--- config.mk ---
export PLATFORM = sky130hd
export DESIGN_NAME = overwriting_ring_deque_flat
export DESIGN_NICKNAME = d
export VERILOG_FILES = /design/src/rtl/ord_pkg.sv /design/src/rtl/ord_req_if.sv /design/src/rtl/ord_rsp_if.sv /design/src/rtl/ord_mem.sv /design/src/rtl/ord_ctrl.sv /design/src/rtl/overwriting_ring_deque.sv /design/src/flat_wrapper.sv
export SDC_FILE = /design/constraint.sdc
export NUM_CORES = 1
export LEC_CHECK = 0
export BUFFER_PORTS_ARGS = -buffer_cell sky130_fd_sc_hd__buf_4
export CAP_MARGIN = 5
export CORE_AREA = 2 2 215 217
export DETAILED_ROUTE_END_ITERATION = 12
export DIE_AREA = 0 0 217 219
export PLACE_DENSITY_LB_ADDON = 0.08
export SETUP_SLACK_MARGIN = 0.3
export SYNTH_ARGS = -nofsm -noshare
export SYNTH_HDL_FRONTEND = slang
export SYNTH_HIERARCHICAL = 1
export SYNTH_SLANG_ARGS = --single-unit
--- constraint.sdc ---
create_clock -name clk -period 7.5 [get_ports clk]
set_input_delay 0.75 -clock clk [delete_from_list [all_inputs] [get_ports clk]]
set_output_delay 0.75 -clock clk [all_outputs]
set_load 0.005 [all_outputs]
--- src/rtl/ord_pkg.sv ---
`default_nettype none

package ord_pkg;

    typedef enum logic [1:0] {
        MODE_PUSH      = 2'd0,
        MODE_POP_FRONT = 2'd1,
        MODE_POP_BACK  = 2'd2,
        MODE_NOP       = 2'd3
    } mode_t;

    localparam int CAP_W     = 5;
    localparam int WORD_W    = 32;
    localparam logic [CAP_W-1:0] CAP_RESET = 5'd16;

    // Per-transaction result flags handed from the ring control to the output stage
    typedef struct packed {
        logic take_data;
        logic status;
        logic overwrote;
        logic empty;
        logic full;
    } result_t;

endpackage

`default_nettype wire

--- src/rtl/ord_req_if.sv ---
`default_nettype none

interface ord_req_if;
    logic               valid;
    logic               ready;
    logic [1:0]         mode;
    logic signed [31:0] push_value;

    modport source (output valid, output mode, output push_value, input ready);
    modport sink (input valid, input mode, input push_value, output ready);
endinterface

`default_nettype wire

--- src/rtl/ord_rsp_if.sv ---
`default_nettype none

interface ord_rsp_if;
    logic               valid;
    logic               ready;
    logic signed [31:0] pop_data;
    logic               status;
    logic               overwrote_oldest;
    logic               is_empty;
    logic               is_full;

    modport source (output valid, output pop_data, output status, output overwrote_oldest,
                    output is_empty, output is_full, input ready);
    modport sink (input valid, input pop_data, input status, input overwrote_oldest,
                  input is_empty, input is_full, output ready);
endinterface

`default_nettype wire

--- src/rtl/ord_mem.sv ---
`default_nettype none

module ord_mem #(
    parameter int DEPTH = 16,
    parameter int IDX_W = 4
) (
    input  wire logic                         clk,
    input  wire logic                         wr_en,
    input  wire logic                         rd_en,
    input  wire logic [IDX_W-1:0]             addr,
    input  wire logic [ord_pkg::WORD_W-1:0]   wr_data,
    output logic      [ord_pkg::WORD_W-1:0]   rd_data
);
    import ord_pkg::*;

    logic [WORD_W-1:0] mem [DEPTH];
    logic [WORD_W-1:0] rd_data_reg;

    always_ff @(posedge clk)
    begin
        if (wr_en)
        begin
            mem[addr] <= wr_data;
        end
        if (rd_en)
        begin
            rd_data_reg <= mem[addr];
        end
    end

    assign rd_data = rd_data_reg;

endmodule

`default_nettype wire

--- src/rtl/ord_ctrl.sv ---
`default_nettype none

module ord_ctrl #(
    parameter int DEPTH = 16,
    parameter int IDX_W = 4
) (
    input  wire logic                        clk,
    input  wire logic                        rst_n,
    input  wire logic                        cfg_we,
    input  wire logic [ord_pkg::CAP_W-1:0]   cfg_data,
    input  wire logic                        accept,
    input  wire logic [1:0]                  mode,
    output logic                             mem_wr_en,
    output logic                             mem_rd_en,
    output logic      [IDX_W-1:0]            mem_addr,
    output ord_pkg::result_t                 result
);
    import ord_pkg::*;

    logic [CAP_W-1:0] cap_reg;
    logic [IDX_W-1:0] head_reg, head_next;
    logic [IDX_W-1:0] tail_reg, tail_next;
    logic             full_reg, full_next;
    logic [31:0]      size;
    logic [IDX_W-1:0] head_inc, tail_inc, tail_dec;
    logic             empty_now;
    mode_t            op;

    // Capacity of zero acts as one, above DEPTH acts as DEPTH
    always_comb
    begin
        if (cap_reg == '0)
            size = 32'd1;
        else if (32'(cap_reg) > 32'(DEPTH))
            size = 32'(DEPTH);
        else
            size = 32'(cap_reg);
    end

    assign head_inc  = (32'(head_reg) + 32'd1 >= size) ? '0 : IDX_W'(32'(head_reg) + 32'd1);
    assign tail_inc  = (32'(tail_reg) + 32'd1 >= size) ? '0 : IDX_W'(32'(tail_reg) + 32'd1);
    assign tail_dec  = (tail_reg == '0) ? IDX_W'(size - 32'd1) : tail_reg - IDX_W'(1);
    assign empty_now = !full_reg && (head_reg == tail_reg);
    assign op        = mode_t'(mode);

    always_comb
    begin
        head_next        = head_reg;
        tail_next        = tail_reg;
        full_next        = full_reg;
        mem_wr_en        = 1'b0;
        mem_rd_en        = 1'b0;
        mem_addr         = tail_reg;
        result.take_data = 1'b0;
        result.status    = 1'b0;
        result.overwrote = 1'b0;
        unique case (op)
            MODE_PUSH:
            begin
                mem_wr_en = accept;
                tail_next = tail_inc;
                if (full_reg)
                begin
                    result.overwrote = 1'b1;
                    head_next        = head_inc;
                end
                else if (head_reg == tail_inc)
                begin
                    full_next = 1'b1;
                end
            end
            MODE_POP_FRONT:
            begin
                mem_addr = head_reg;
                if (empty_now)
                begin
                    result.status = 1'b1;
                end
                else
                begin
                    mem_rd_en        = accept;
                    result.take_data = 1'b1;
                    head_next        = head_inc;
                    full_next        = 1'b0;
                end
            end
            MODE_POP_BACK:
            begin
                mem_addr = tail_dec;
                if (empty_now)
                begin
                    result.status = 1'b1;
                end
                else
                begin
                    mem_rd_en        = accept;
                    result.take_data = 1'b1;
                    tail_next        = tail_dec;
                    full_next        = 1'b0;
                end
            end
            MODE_NOP:
            begin
            end
            default:
            begin
            end
        endcase
        result.empty = !full_next && (head_next == tail_next);
        result.full  = full_next;
    end

    always_ff @(posedge clk or negedge rst_n)
    begin
        if (!rst_n)
        begin
            cap_reg  <= CAP_RESET;
            head_reg <= '0;
            tail_reg <= '0;
            full_reg <= 1'b0;
        end
        else if (cfg_we)
        begin
            cap_reg  <= cfg_data;
            head_reg <= '0;
            tail_reg <= '0;
            full_reg <= 1'b0;
        end
        else if (accept)
        begin
            head_reg <= head_next;
            tail_reg <= tail_next;
            full_reg <= full_next;
        end
    end

endmodule

`default_nettype wire

--- src/rtl/overwriting_ring_deque.sv ---
// Overwriting ring deque of signed 32-bit words.
// req channel: one operation per transaction (mode: push at tail, pop front,
//   pop back, no-op; push_value is used by push only).
// rsp channel: exactly one result per operation, in order: pop_data,
//   status (pop on empty), overwrote_oldest, and the empty/full flags after
//   the operation.
// cfg_we/cfg_data write the capacity in use (0 acts as 1, above DEPTH as
//   DEPTH) and empty the buffer; write only while no result is pending.
// Latency: the result is presented the cycle after the request is taken.
// Throughput: one operation per cycle while results are taken; pointers update
//   at acceptance and the single-port word memory registers pop data
//   alongside the result, so back-to-back push/pop needs no forwarding.
// Stall: a single result register; req.ready drops while a result waits and
//   rsp.ready is low, and rises again in the cycle it is taken.
// Reset: capacity 16, buffer empty, no result pending. Memory contents are
//   not cleared; only written entries are ever read.
`default_nettype none

module overwriting_ring_deque #(
    parameter int DEPTH = 16
) (
    input  wire logic                       clk,
    input  wire logic                       rst_n,
    input  wire logic                       cfg_we,
    input  wire logic [ord_pkg::CAP_W-1:0]  cfg_data,
    ord_req_if.sink                         req,
    ord_rsp_if.source                       rsp
);
    import ord_pkg::*;

    localparam int IDX_W = (DEPTH > 1) ? $clog2(DEPTH) : 1;

    logic              accept;
    logic              mem_wr_en, mem_rd_en;
    logic [IDX_W-1:0]  mem_addr;
    logic [WORD_W-1:0] rd_data;
    result_t           result;
    result_t           res_reg;
    logic              rsp_valid_reg;

    assign req.ready = !rsp_valid_reg || rsp.ready;
    assign accept    = req.valid && req.ready;

    ord_ctrl #(
        .DEPTH (DEPTH),
        .IDX_W (IDX_W)
    ) u_ctrl (
        .clk       (clk),
        .rst_n     (rst_n),
        .cfg_we    (cfg_we),
        .cfg_data  (cfg_data),
        .accept    (accept),
        .mode      (req.mode),
        .mem_wr_en (mem_wr_en),
        .mem_rd_en (mem_rd_en),
        .mem_addr  (mem_addr),
        .result    (result)
    );

    ord_mem #(
        .DEPTH (DEPTH),
        .IDX_W (IDX_W)
    ) u_mem (
        .clk     (clk),
        .wr_en   (mem_wr_en),
        .rd_en   (mem_rd_en),
        .addr    (mem_addr),
        .wr_data (req.push_value),
        .rd_data (rd_data)
    );

    always_ff @(posedge clk or negedge rst_n)
    begin
        if (!rst_n)
        begin
            rsp_valid_reg <= 1'b0;
        end
        else if (req.ready)
        begin
            rsp_valid_reg <= req.valid;
        end
    end

    always_ff @(posedge clk)
    begin
        if (accept)
        begin
            res_reg <= result;
        end
    end

    // Read data lands in the memory's output register alongside res_reg
    assign rsp.valid            = rsp_valid_reg;
    assign rsp.pop_data         = res_reg.take_data ? rd_data : '0;
    assign rsp.status           = res_reg.status;
    assign rsp.overwrote_oldest = res_reg.overwrote;
    assign rsp.is_empty         = res_reg.empty;
    assign rsp.is_full          = res_reg.full;

endmodule

`default_nettype wire

--- src/flat_wrapper.sv ---
// flat-port wrapper written by rule: the top's interface ports become plain ports
module overwriting_ring_deque_flat import ord_pkg::*;
#(
    parameter int DEPTH = 16
)
  (clk, rst_n, cfg_we, cfg_data, req_valid, req_mode, req_push_value, req_ready, rsp_valid, rsp_pop_data, rsp_status, rsp_overwrote_oldest, rsp_is_empty, rsp_is_full, rsp_ready);
  ord_req_if req_i ();
  ord_rsp_if rsp_i ();
  input  wire logic clk;
  input  wire logic rst_n;
  input  wire logic cfg_we;
  input  wire logic [ord_pkg::CAP_W-1:0] cfg_data;
  input wire logic [$bits(req_i.valid)-1:0] req_valid;
  input wire logic [$bits(req_i.mode)-1:0] req_mode;
  input wire logic [$bits(req_i.push_value)-1:0] req_push_value;
  output wire logic [$bits(req_i.ready)-1:0] req_ready;
  output wire logic [$bits(rsp_i.valid)-1:0] rsp_valid;
  output wire logic [$bits(rsp_i.pop_data)-1:0] rsp_pop_data;
  output wire logic [$bits(rsp_i.status)-1:0] rsp_status;
  output wire logic [$bits(rsp_i.overwrote_oldest)-1:0] rsp_overwrote_oldest;
  output wire logic [$bits(rsp_i.is_empty)-1:0] rsp_is_empty;
  output wire logic [$bits(rsp_i.is_full)-1:0] rsp_is_full;
  input wire logic [$bits(rsp_i.ready)-1:0] rsp_ready;
  assign req_i.valid = req_valid;
  assign req_i.mode = req_mode;
  assign req_i.push_value = req_push_value;
  assign req_ready = req_i.ready;
  assign rsp_valid = rsp_i.valid;
  assign rsp_pop_data = rsp_i.pop_data;
  assign rsp_status = rsp_i.status;
  assign rsp_overwrote_oldest = rsp_i.overwrote_oldest;
  assign rsp_is_empty = rsp_i.is_empty;
  assign rsp_is_full = rsp_i.is_full;
  assign rsp_i.ready = rsp_ready;
  overwriting_ring_deque #(.DEPTH(DEPTH)) u_core (.clk(clk), .rst_n(rst_n), .cfg_we(cfg_we), .cfg_data(cfg_data), .req(req_i), .rsp(rsp_i));
endmodule
==> results.ini, run 1 <==
[detailed_routing]
wl_per_cell_um = 27.0
antenna_left = 0
via_per_inst = 5.97
route.detailed.drc = 0
vias = 11000
wl_mm = 49.9
dr.pass1.iters = 5
drt_first_iter_violations = 943

[job]
cap_violations = 0

[synthesis]
synth_seq_area_share_pct = 75.5
synth.top_cell.area_share_pct = 73.8
syn_nets = 1154
synth_area_leader_cell = edfxtp_1
synth_cell_types = 65
avgSynthCellArea_um2 = 20.4
netlist_instances = 1094
ys_ff_latch = 564
synth_ff_type = edfxtp_1
synth_area_leaders = edfxtp_1 (74%), mux4_2 (13%), a22oi_1 (2.2%)
synth_area_um2 = 22300
yosysMostFrequentCell = edfxtp_1
synth_edf_count = 549
async_flop_share_pct = 2.66
synthTopCellsByCount = edfxtp_1 (549), mux4_2 (128), a22oi_1 (65)
yosysWarnings = 6

[finish]
drive_gt1_share_pct = 31.1
nFillCells = 3387
syn2layout_area_growth_pct = 14.3
post-route-util_pct = 56.7
fin_nets = 1259
multi_input_area_um2 = 5270
regArea_um2 = 16900
largest_register_ffs = 512
diodes = 0

[pwr]
peakVddDrop_mv = 0.301
powerDensity_nw_per_um2 = 276
p_leak_nw = 8.27

[timing]
max_freq_mhz = 192
rsz0062_at_grt = false
slew_headroom_pct = 23.0
fin_crit_sh_pct = 69.5
period_needed_ns = 5.21
fin_setup_tns_ns = 0
tightest_slew_ns = 1.16
drv_slew = 0
finalSetupViolCount = 0
final_hold_viol_count = 0
clock_skew_ns = 0.0173

[min_path]
min_path_type = in2reg
hold_depth = 2

[critical_path]
critPathArrivalTime_ns = 5.51
cp_data_required_time_ns = 7.80
worst-r2r-cell-count = 11
critPathKind = reg2reg
path_buf_inv = 2
cp.depth = 11
worstPathCellList = inv_1 -> ha_1 -> or3b_4 -> mux2_4 -> ha_1 -> nor2b_1 -> a21oi_1 -> a21oi_4 -> nand2_1 -> nor2_4 -> buf_4
cp_top_family = simple AND/OR/NAND/NOR gates
worst_path_max_delay_cell = nor2_4
end_kind = flip-flop
crit_fanout = 25
crit_path_frequent_cell = ha_1
cp-start-kind = flip-flop
cpPeakStageDelay_ns = 0.99

[floorplan]
die-area_um2 = 47500
design.core.area_um2 = 45100
rows = 78
ioPinCount = 82
fp.dieW_um = 217
die_h_um = 219
initial_core_util_pct = 49.6

[cts]
insertion_delay_ns = 0.61
cts_tree = yes
clockBufferDepth = 3
cts_made_buffers = 57
post_cts_resized = 0
cts-root-buf = clkbuf_16
clk_pin_slew_worst_paths_ns = 0.06
clock_sinks = 564
cts_max_level = 2

[global_routing]
grt_max_degree = 112
antenna_found_initial = 0
grt_use_total_pct = 21.7
grt_pass1_vias = 11400
grt_overflow = 0
grt_first_pass_wirelength_mm = 74.8

[placement]
gp_congestion = 0.860
hpwl_mm = 26.9
portBuffers = 81

[outcome]
status = finished, final reports clean

==> path summary, 6_finish.rpt <==
| kind | start | end | slack [ns] |
|---|---|---|---|
| max reg2reg | u_core/u_ctrl/tail_reg[0] | u_core/u_mem/mem[3][10] | 2.29 |
| min in group asynchronous | rst_n | u_core/u_ctrl/cap_reg[1] | 0.54 |
| min | req_valid | u_core/rsp.valid | 0.35 |
| min reg2reg | u_core/u_ctrl/cap_reg[0] | u_core/u_ctrl/cap_reg[0] | 0.50 |
| max in group asynchronous | rst_n | u_core/u_ctrl/cap_reg[4] | 6.71 |
| max | u_core/u_ctrl/tail_reg[0] | u_core/u_mem/mem[3][10] | 2.29 |
==> layout by cell type, fill, tap and decap left out, types with 4 or more instances in the layout <==
cell type  count
nor2_4        13
o21ai_0        6
dfrtp_1       14
xor2_1         8
nand2_1       44
clkbuf_1      17
nor3_2         4
nor2_1        21
bufinv_16      4
mux4_2       128
ha_1          16
a211oi_1       8
edfxtp_1     549
and3_1         5
clkinv_1      14
buf_4        106
a21oi_1       11
nand3_1        6
and2_2        34
clkinv_2       9
xnor2_1        6
inv_1         13
clkbuf_16     58
mux2_2         4
a31oi_1        4
nand2b_1       7
a22oi_1       65
==> cells by family after synthesis <==
family                   count (synthesis)  synth area share, %
AND/OR/NAND/NOR                        160                 3.90
multiplexers                           135                 13.3
buffers and inverters                   76                 1.67
flip-flops                             564                 75.5
AO/OA/AOI/OAI                          127                 4.16
XOR/XNOR                                15                0.621
adder cells (fa/ha/maj)                 17                0.941
==> area by class of cell <==
cell class	instances	area share [%]
Tap cell	600	2.94
Timing Repair Buffer	109	3.31
Multi-Input combinational cell	454	20.6
Inverter	13	0.191
Clock inverter	30	0.980
Sequential cell	564	66.0
Clock buffer	75	5.93
==> where the power goes <==
part | internal, mW | switching (mW)
combinational | 0.354 | 0.442
sequential | 3.52 | 0.0262
clock | 1.55 | 1.15
total | 5.43 | 1.62
==> layer usage <==
layer | global-route usage, % | vias up | part of all wire [%]
met1 | 31.6 | 5911 | 45
met5 | 0 | - | 0
li1 | - | 4733 | -
met2 | 34.9 | 309 | 48
met4 | 5.41 | 0 | 1.7
met3 | 3.41 | 66 | 5.4
==> metrics by stage <==
step / cell area (um^2) / total power, mW / setup WS, ns / cells / hold WS (ns)
floorplan: 22300 / 4.15 / 2.03 / 1094 / 0.454
global placement: 23800 / 4.41 / 2.32 / 1739 / 0.491
detailed placement: 23800 / 4.42 / 2.27 / 1739 / 0.491
CTS: 25500 / 7.13 / 2.24 / 1845 / 0.316
global route: 25500 / 7.31 / 1.99 / 1845 / 0.350
finish: 25500 / 7.05 / 2.29 / 1845 / 0.354
==> timing repair <==
action	CTS	global route
buffers inserted	0	0
hold buffers	1	0
endpoints found under the hold margin	14	0
Power figures use the tool's default switching activity.
==> run 2, diff against run 1 <==
ABC_AREA = 1   (was unset)
CORE_AREA = 2 2 226 228   (was 2 2 215 217)
DIE_AREA = 0 0 228 230   (was 0 0 217 219)
clock period = 5.2 ns   (was 7.5 ns; I/O delays follow)
==> run 2 against run 1 <==
Compared with the run above: area after synthesis up 11%; count of clock-buffer cells in the layout down 8; first-iteration DRC count up 30%; sequential cell count unchanged; critical path depth up 2; sequential share of layout area down 5.9 points; utilization down 0.43 points; clock power up 54%; clock skew down 0.0018 ns; fmax up 29%; cell count up 79%; routed wire length up 23%; critical endpoint is now u_core/u_mem/mem[11][17]; largest cell class unchanged.
==> results.ini, run 2 <==
[detailed_routing]
route.detailed.drc = 0  ; unchanged
via_per_inst = 5.06  ; -15%
wl_mm = 61.3  ; +23%
vias = 16700  ; +51%
drt_first_iter_violations = 1227  ; +30%
wl_per_cell_um = 18.6  ; -31%
dr.pass1.iters = 5  ; unchanged
antenna_left = 0  ; unchanged

[critical_path]
cp-start-kind = flip-flop
critPathKind = reg2reg
cp_data_required_time_ns = 5.50  ; -2.30 ns
cp_top_family = simple AND/OR/NAND/NOR gates
crit_fanout = 18  ; -28%
worst_path_max_delay_cell = nor2_4
crit_path_frequent_cell = nand2_1
path_buf_inv = 3  ; +1
worstPathCellList = inv_2 -> ha_1 -> nand3_2 -> inv_2 -> nand3_1 -> nand2_2 -> nand2_1 -> nand2_1 -> nand3_1 -> a22oi_1 -> nand2_1 -> nor2_4 -> buf_12
critPathArrivalTime_ns = 4.34  ; -1.17 ns
end_kind = flip-flop
cpPeakStageDelay_ns = 0.77  ; -0.22 ns

[synthesis]
synthTopCellsByCount = nand2_1 (1516), edfxtp_1 (549), inv_1 (143)
synth_area_leader_cell = edfxtp_1
synth_edf_count = 549  ; unchanged
synth_area_um2 = 24800  ; +11%
synth_seq_area_share_pct = 67.9  ; -7.6 points
synth_ff_type = edfxtp_1
synth_fa_ha_area_share_pct = 0.806  ; -0.13 points
synth_top_family_by_area = simple AND/OR/NAND/NOR gates
yosys.area_share.simple_pct = 24.8  ; +21 points
synth_area_leaders = edfxtp_1 (66%), nand2_1 (23%), inv_1 (2.2%)
muxShareOfSynthArea_pct = 0  ; -13 points
yosysWarnings = 6  ; unchanged
synth.top_cell.area_share_pct = 66.4  ; -7.4 points
syn_nets = 2561  ; +120%
ys_ff_latch = 564  ; unchanged
avgSynthCellArea_um2 = 9.93  ; -51%
netlist_instances = 2501  ; +130%
yosysMostFrequentCell = nand2_1
synth_xor_area_share_pct = 0.106  ; -0.52 points
synth_cell_types = 35  ; -46%
async_flop_share_pct = 2.66  ; unchanged
synth_compound_area_share_pct = 0.922  ; -3.2 points

[global_routing]
grt_max_degree = 103  ; -8.0%
antenna_found_initial = 0  ; unchanged
grt_pass1_vias = 16000  ; +41%
grt_first_pass_wirelength_mm = 94.4  ; +26%
grt_overflow = 0  ; unchanged
grt_use_total_pct = 23.5  ; +1.8 points

[cts]
cts-root-buf = clkbuf_16
clock_sinks = 564  ; unchanged
clockBufferDepth = 3  ; unchanged
cts_max_level = 2  ; unchanged
clk_pin_slew_worst_paths_ns = 0.06  ; about the same
cts_made_buffers = 58  ; +1.8%
insertion_delay_ns = 0.61  ; about the same
cts_tree = yes
post_cts_resized = 0  ; unchanged

[pwr]
peakVddDrop_mv = 0.309  ; +2.7%
p_leak_nw = 12.2  ; +47%
power_mw = 10.8  ; +53%
powerDensity_nw_per_um2 = 384  ; +39%

[timing]
period_needed_ns = 4.04  ; -1.18 ns
fin_crit_sh_pct = 77.7  ; +8.1 points
finalSetupViolCount = 0  ; unchanged
clock_skew_ns = 0.0154  ; -0.00183 ns
fin_setup_tns_ns = 0  ; unchanged
max_freq_mhz = 248  ; +29%
slew_headroom_pct = 20.0  ; -2.9 points
tightest_slew_ns = 1.20  ; +0.0442 ns
drv_slew = 0  ; unchanged
worst_slack_ns = 1.16  ; -1.12 ns
final_hold_viol_count = 0  ; unchanged
hold_ws_ns = 0.114  ; -0.241 ns
rsz0062_at_grt = false

[floorplan]
die_h_um = 230  ; +5.0%
design.core.area_um2 = 49900  ; +11%
ioPinCount = 82  ; unchanged
initial_core_util_pct = 49.8  ; +0.26 points
fp.dieW_um = 228  ; +5.1%
rows = 82  ; +5.1%
die-area_um2 = 52400  ; +10%

[min_path]
min_path_type = in2reg

[finish]
largest_register_ffs = 512  ; unchanged
syn2layout_area_growth_pct = 12.9
post-route-util_pct = 56.2  ; -0.43 points
diodes = 0  ; unchanged
instances_no_fill = 3298  ; +79%
final_common_cell = nand2_1
fin_area_um2 = 28000  ; +9.8%
final_cell_mix = nand2_1 (1516), edfxtp_1 (549), inv_1 (140), buf_4 (123), clkbuf_16 (59)
fin_nets = 2644  ; +110%
drive_gt1_share_pct = 10.4  ; -21 points

[placement]
placed_cells = 3195  ; +84%
placed_area_um2 = 26100  ; +9.9%
gp_congestion = 0.869  ; +1.1%
hpwl_mm = 35.3  ; +31%
place_ws_ns = 1.23  ; -1.04 ns
portBuffers = 81  ; unchanged

[job]
cap_violations = 0  ; unchanged

[outcome]
status = finished, final reports clean

-- run 2: changes by cell type in the layout (fill, tap and decap cells not counted), sizes merged, moves of 7 or more --
cell / previous run / this run
o22ai: 1 / 11
nand2b: 7 / 0
and2: 36 / 0
nor2: 34 / 46
a211oi: 8 / 0
nand2: 45 / 1523
nand3: 6 / 31
mux4: 128 / 0
inv: 14 / 157
a22oi: 66 / 2
buf: 108 / 128
clkbuf: 75 / 67
-- run 2: worst paths after layout --
kind | start | to | slack, ns | cells after the start
setup / recovery | u_core/u_ctrl/tail_reg[0] | u_core/u_mem/mem[11][17] | 1.16 | 13
hold / removal | cfg_data[3] | u_core/u_ctrl/cap_reg[3] | 0.11 | 3
setup reg to reg | u_core/u_ctrl/tail_reg[0] | u_core/u_mem/mem[11][17] | 1.16 | 13
hold reg to reg | u_core/u_ctrl/cap_reg[0] | u_core/u_ctrl/cap_reg[0] | 0.53 | 2
max in group asynchronous | rst_n | u_core/u_ctrl/cap_reg[4] | 4.63 | 2
min in group asynchronous | rst_n | u_core/u_ctrl/cap_reg[2] | 0.32 | 2
-- run 2: final cells by class --
type | count | area [um^2]
fillers | 4431 | 21800
flip-flops and latches | 564 | 16900
multi-input cells | 1668 | 6780
clock buffers | 67 | 1510
repair buffers | 129 | 1030
well taps | 672 | 841
inverters | 163 | 622
clock inverters | 35 | 388
-- run 2: cell families after synthesis --
group,Yosys count
adder cells (fa/ha/maj),16
AND/OR/NAND/NOR,1610
flip-flops,564
XOR/XNOR,3
buffers and inverters,269
AO/OA/AOI/OAI,39
-- run 2: per-layer routing --
layer	up-vias	routed length, um	global-route usage (%)
li1	8156	-	-
met5	-	0	0
met4	0	1450	7.05
met2	444	28200	37.6
met1	7989	28300	33.8
met3	92	3360	3.24
-- run 2: worst reg2reg max path, stage by stage, from the launching register on --
cell     delay (ns)
dfrtp_1        0.45
inv_2          0.19
ha_1           0.22
nand3_2        0.12
inv_2          0.08
nand3_1        0.10
nand2_2        0.14
nand2_1        0.08
nand2_1        0.08
nand3_1        0.07
a22oi_1        0.64
nand2_1        0.49
nor2_4         0.77
buf_12         0.28
-- run 2: power breakdown --
group	total (mW)	switching, mW	internal, mW
sequential	5.09	0.0246	5.07
clock	4.17	1.71	2.46
combinational	1.50	1.08	0.426
total	10.8	2.81	7.95
-- run 2: timing repair --
| item | 4_1_cts | 5_1_grt |
|---|---|---|
| hold buffers | 1 | 0 |
| setup buffers | 0 | 0 |
| hold endpoints to repair | 15 | 0 |
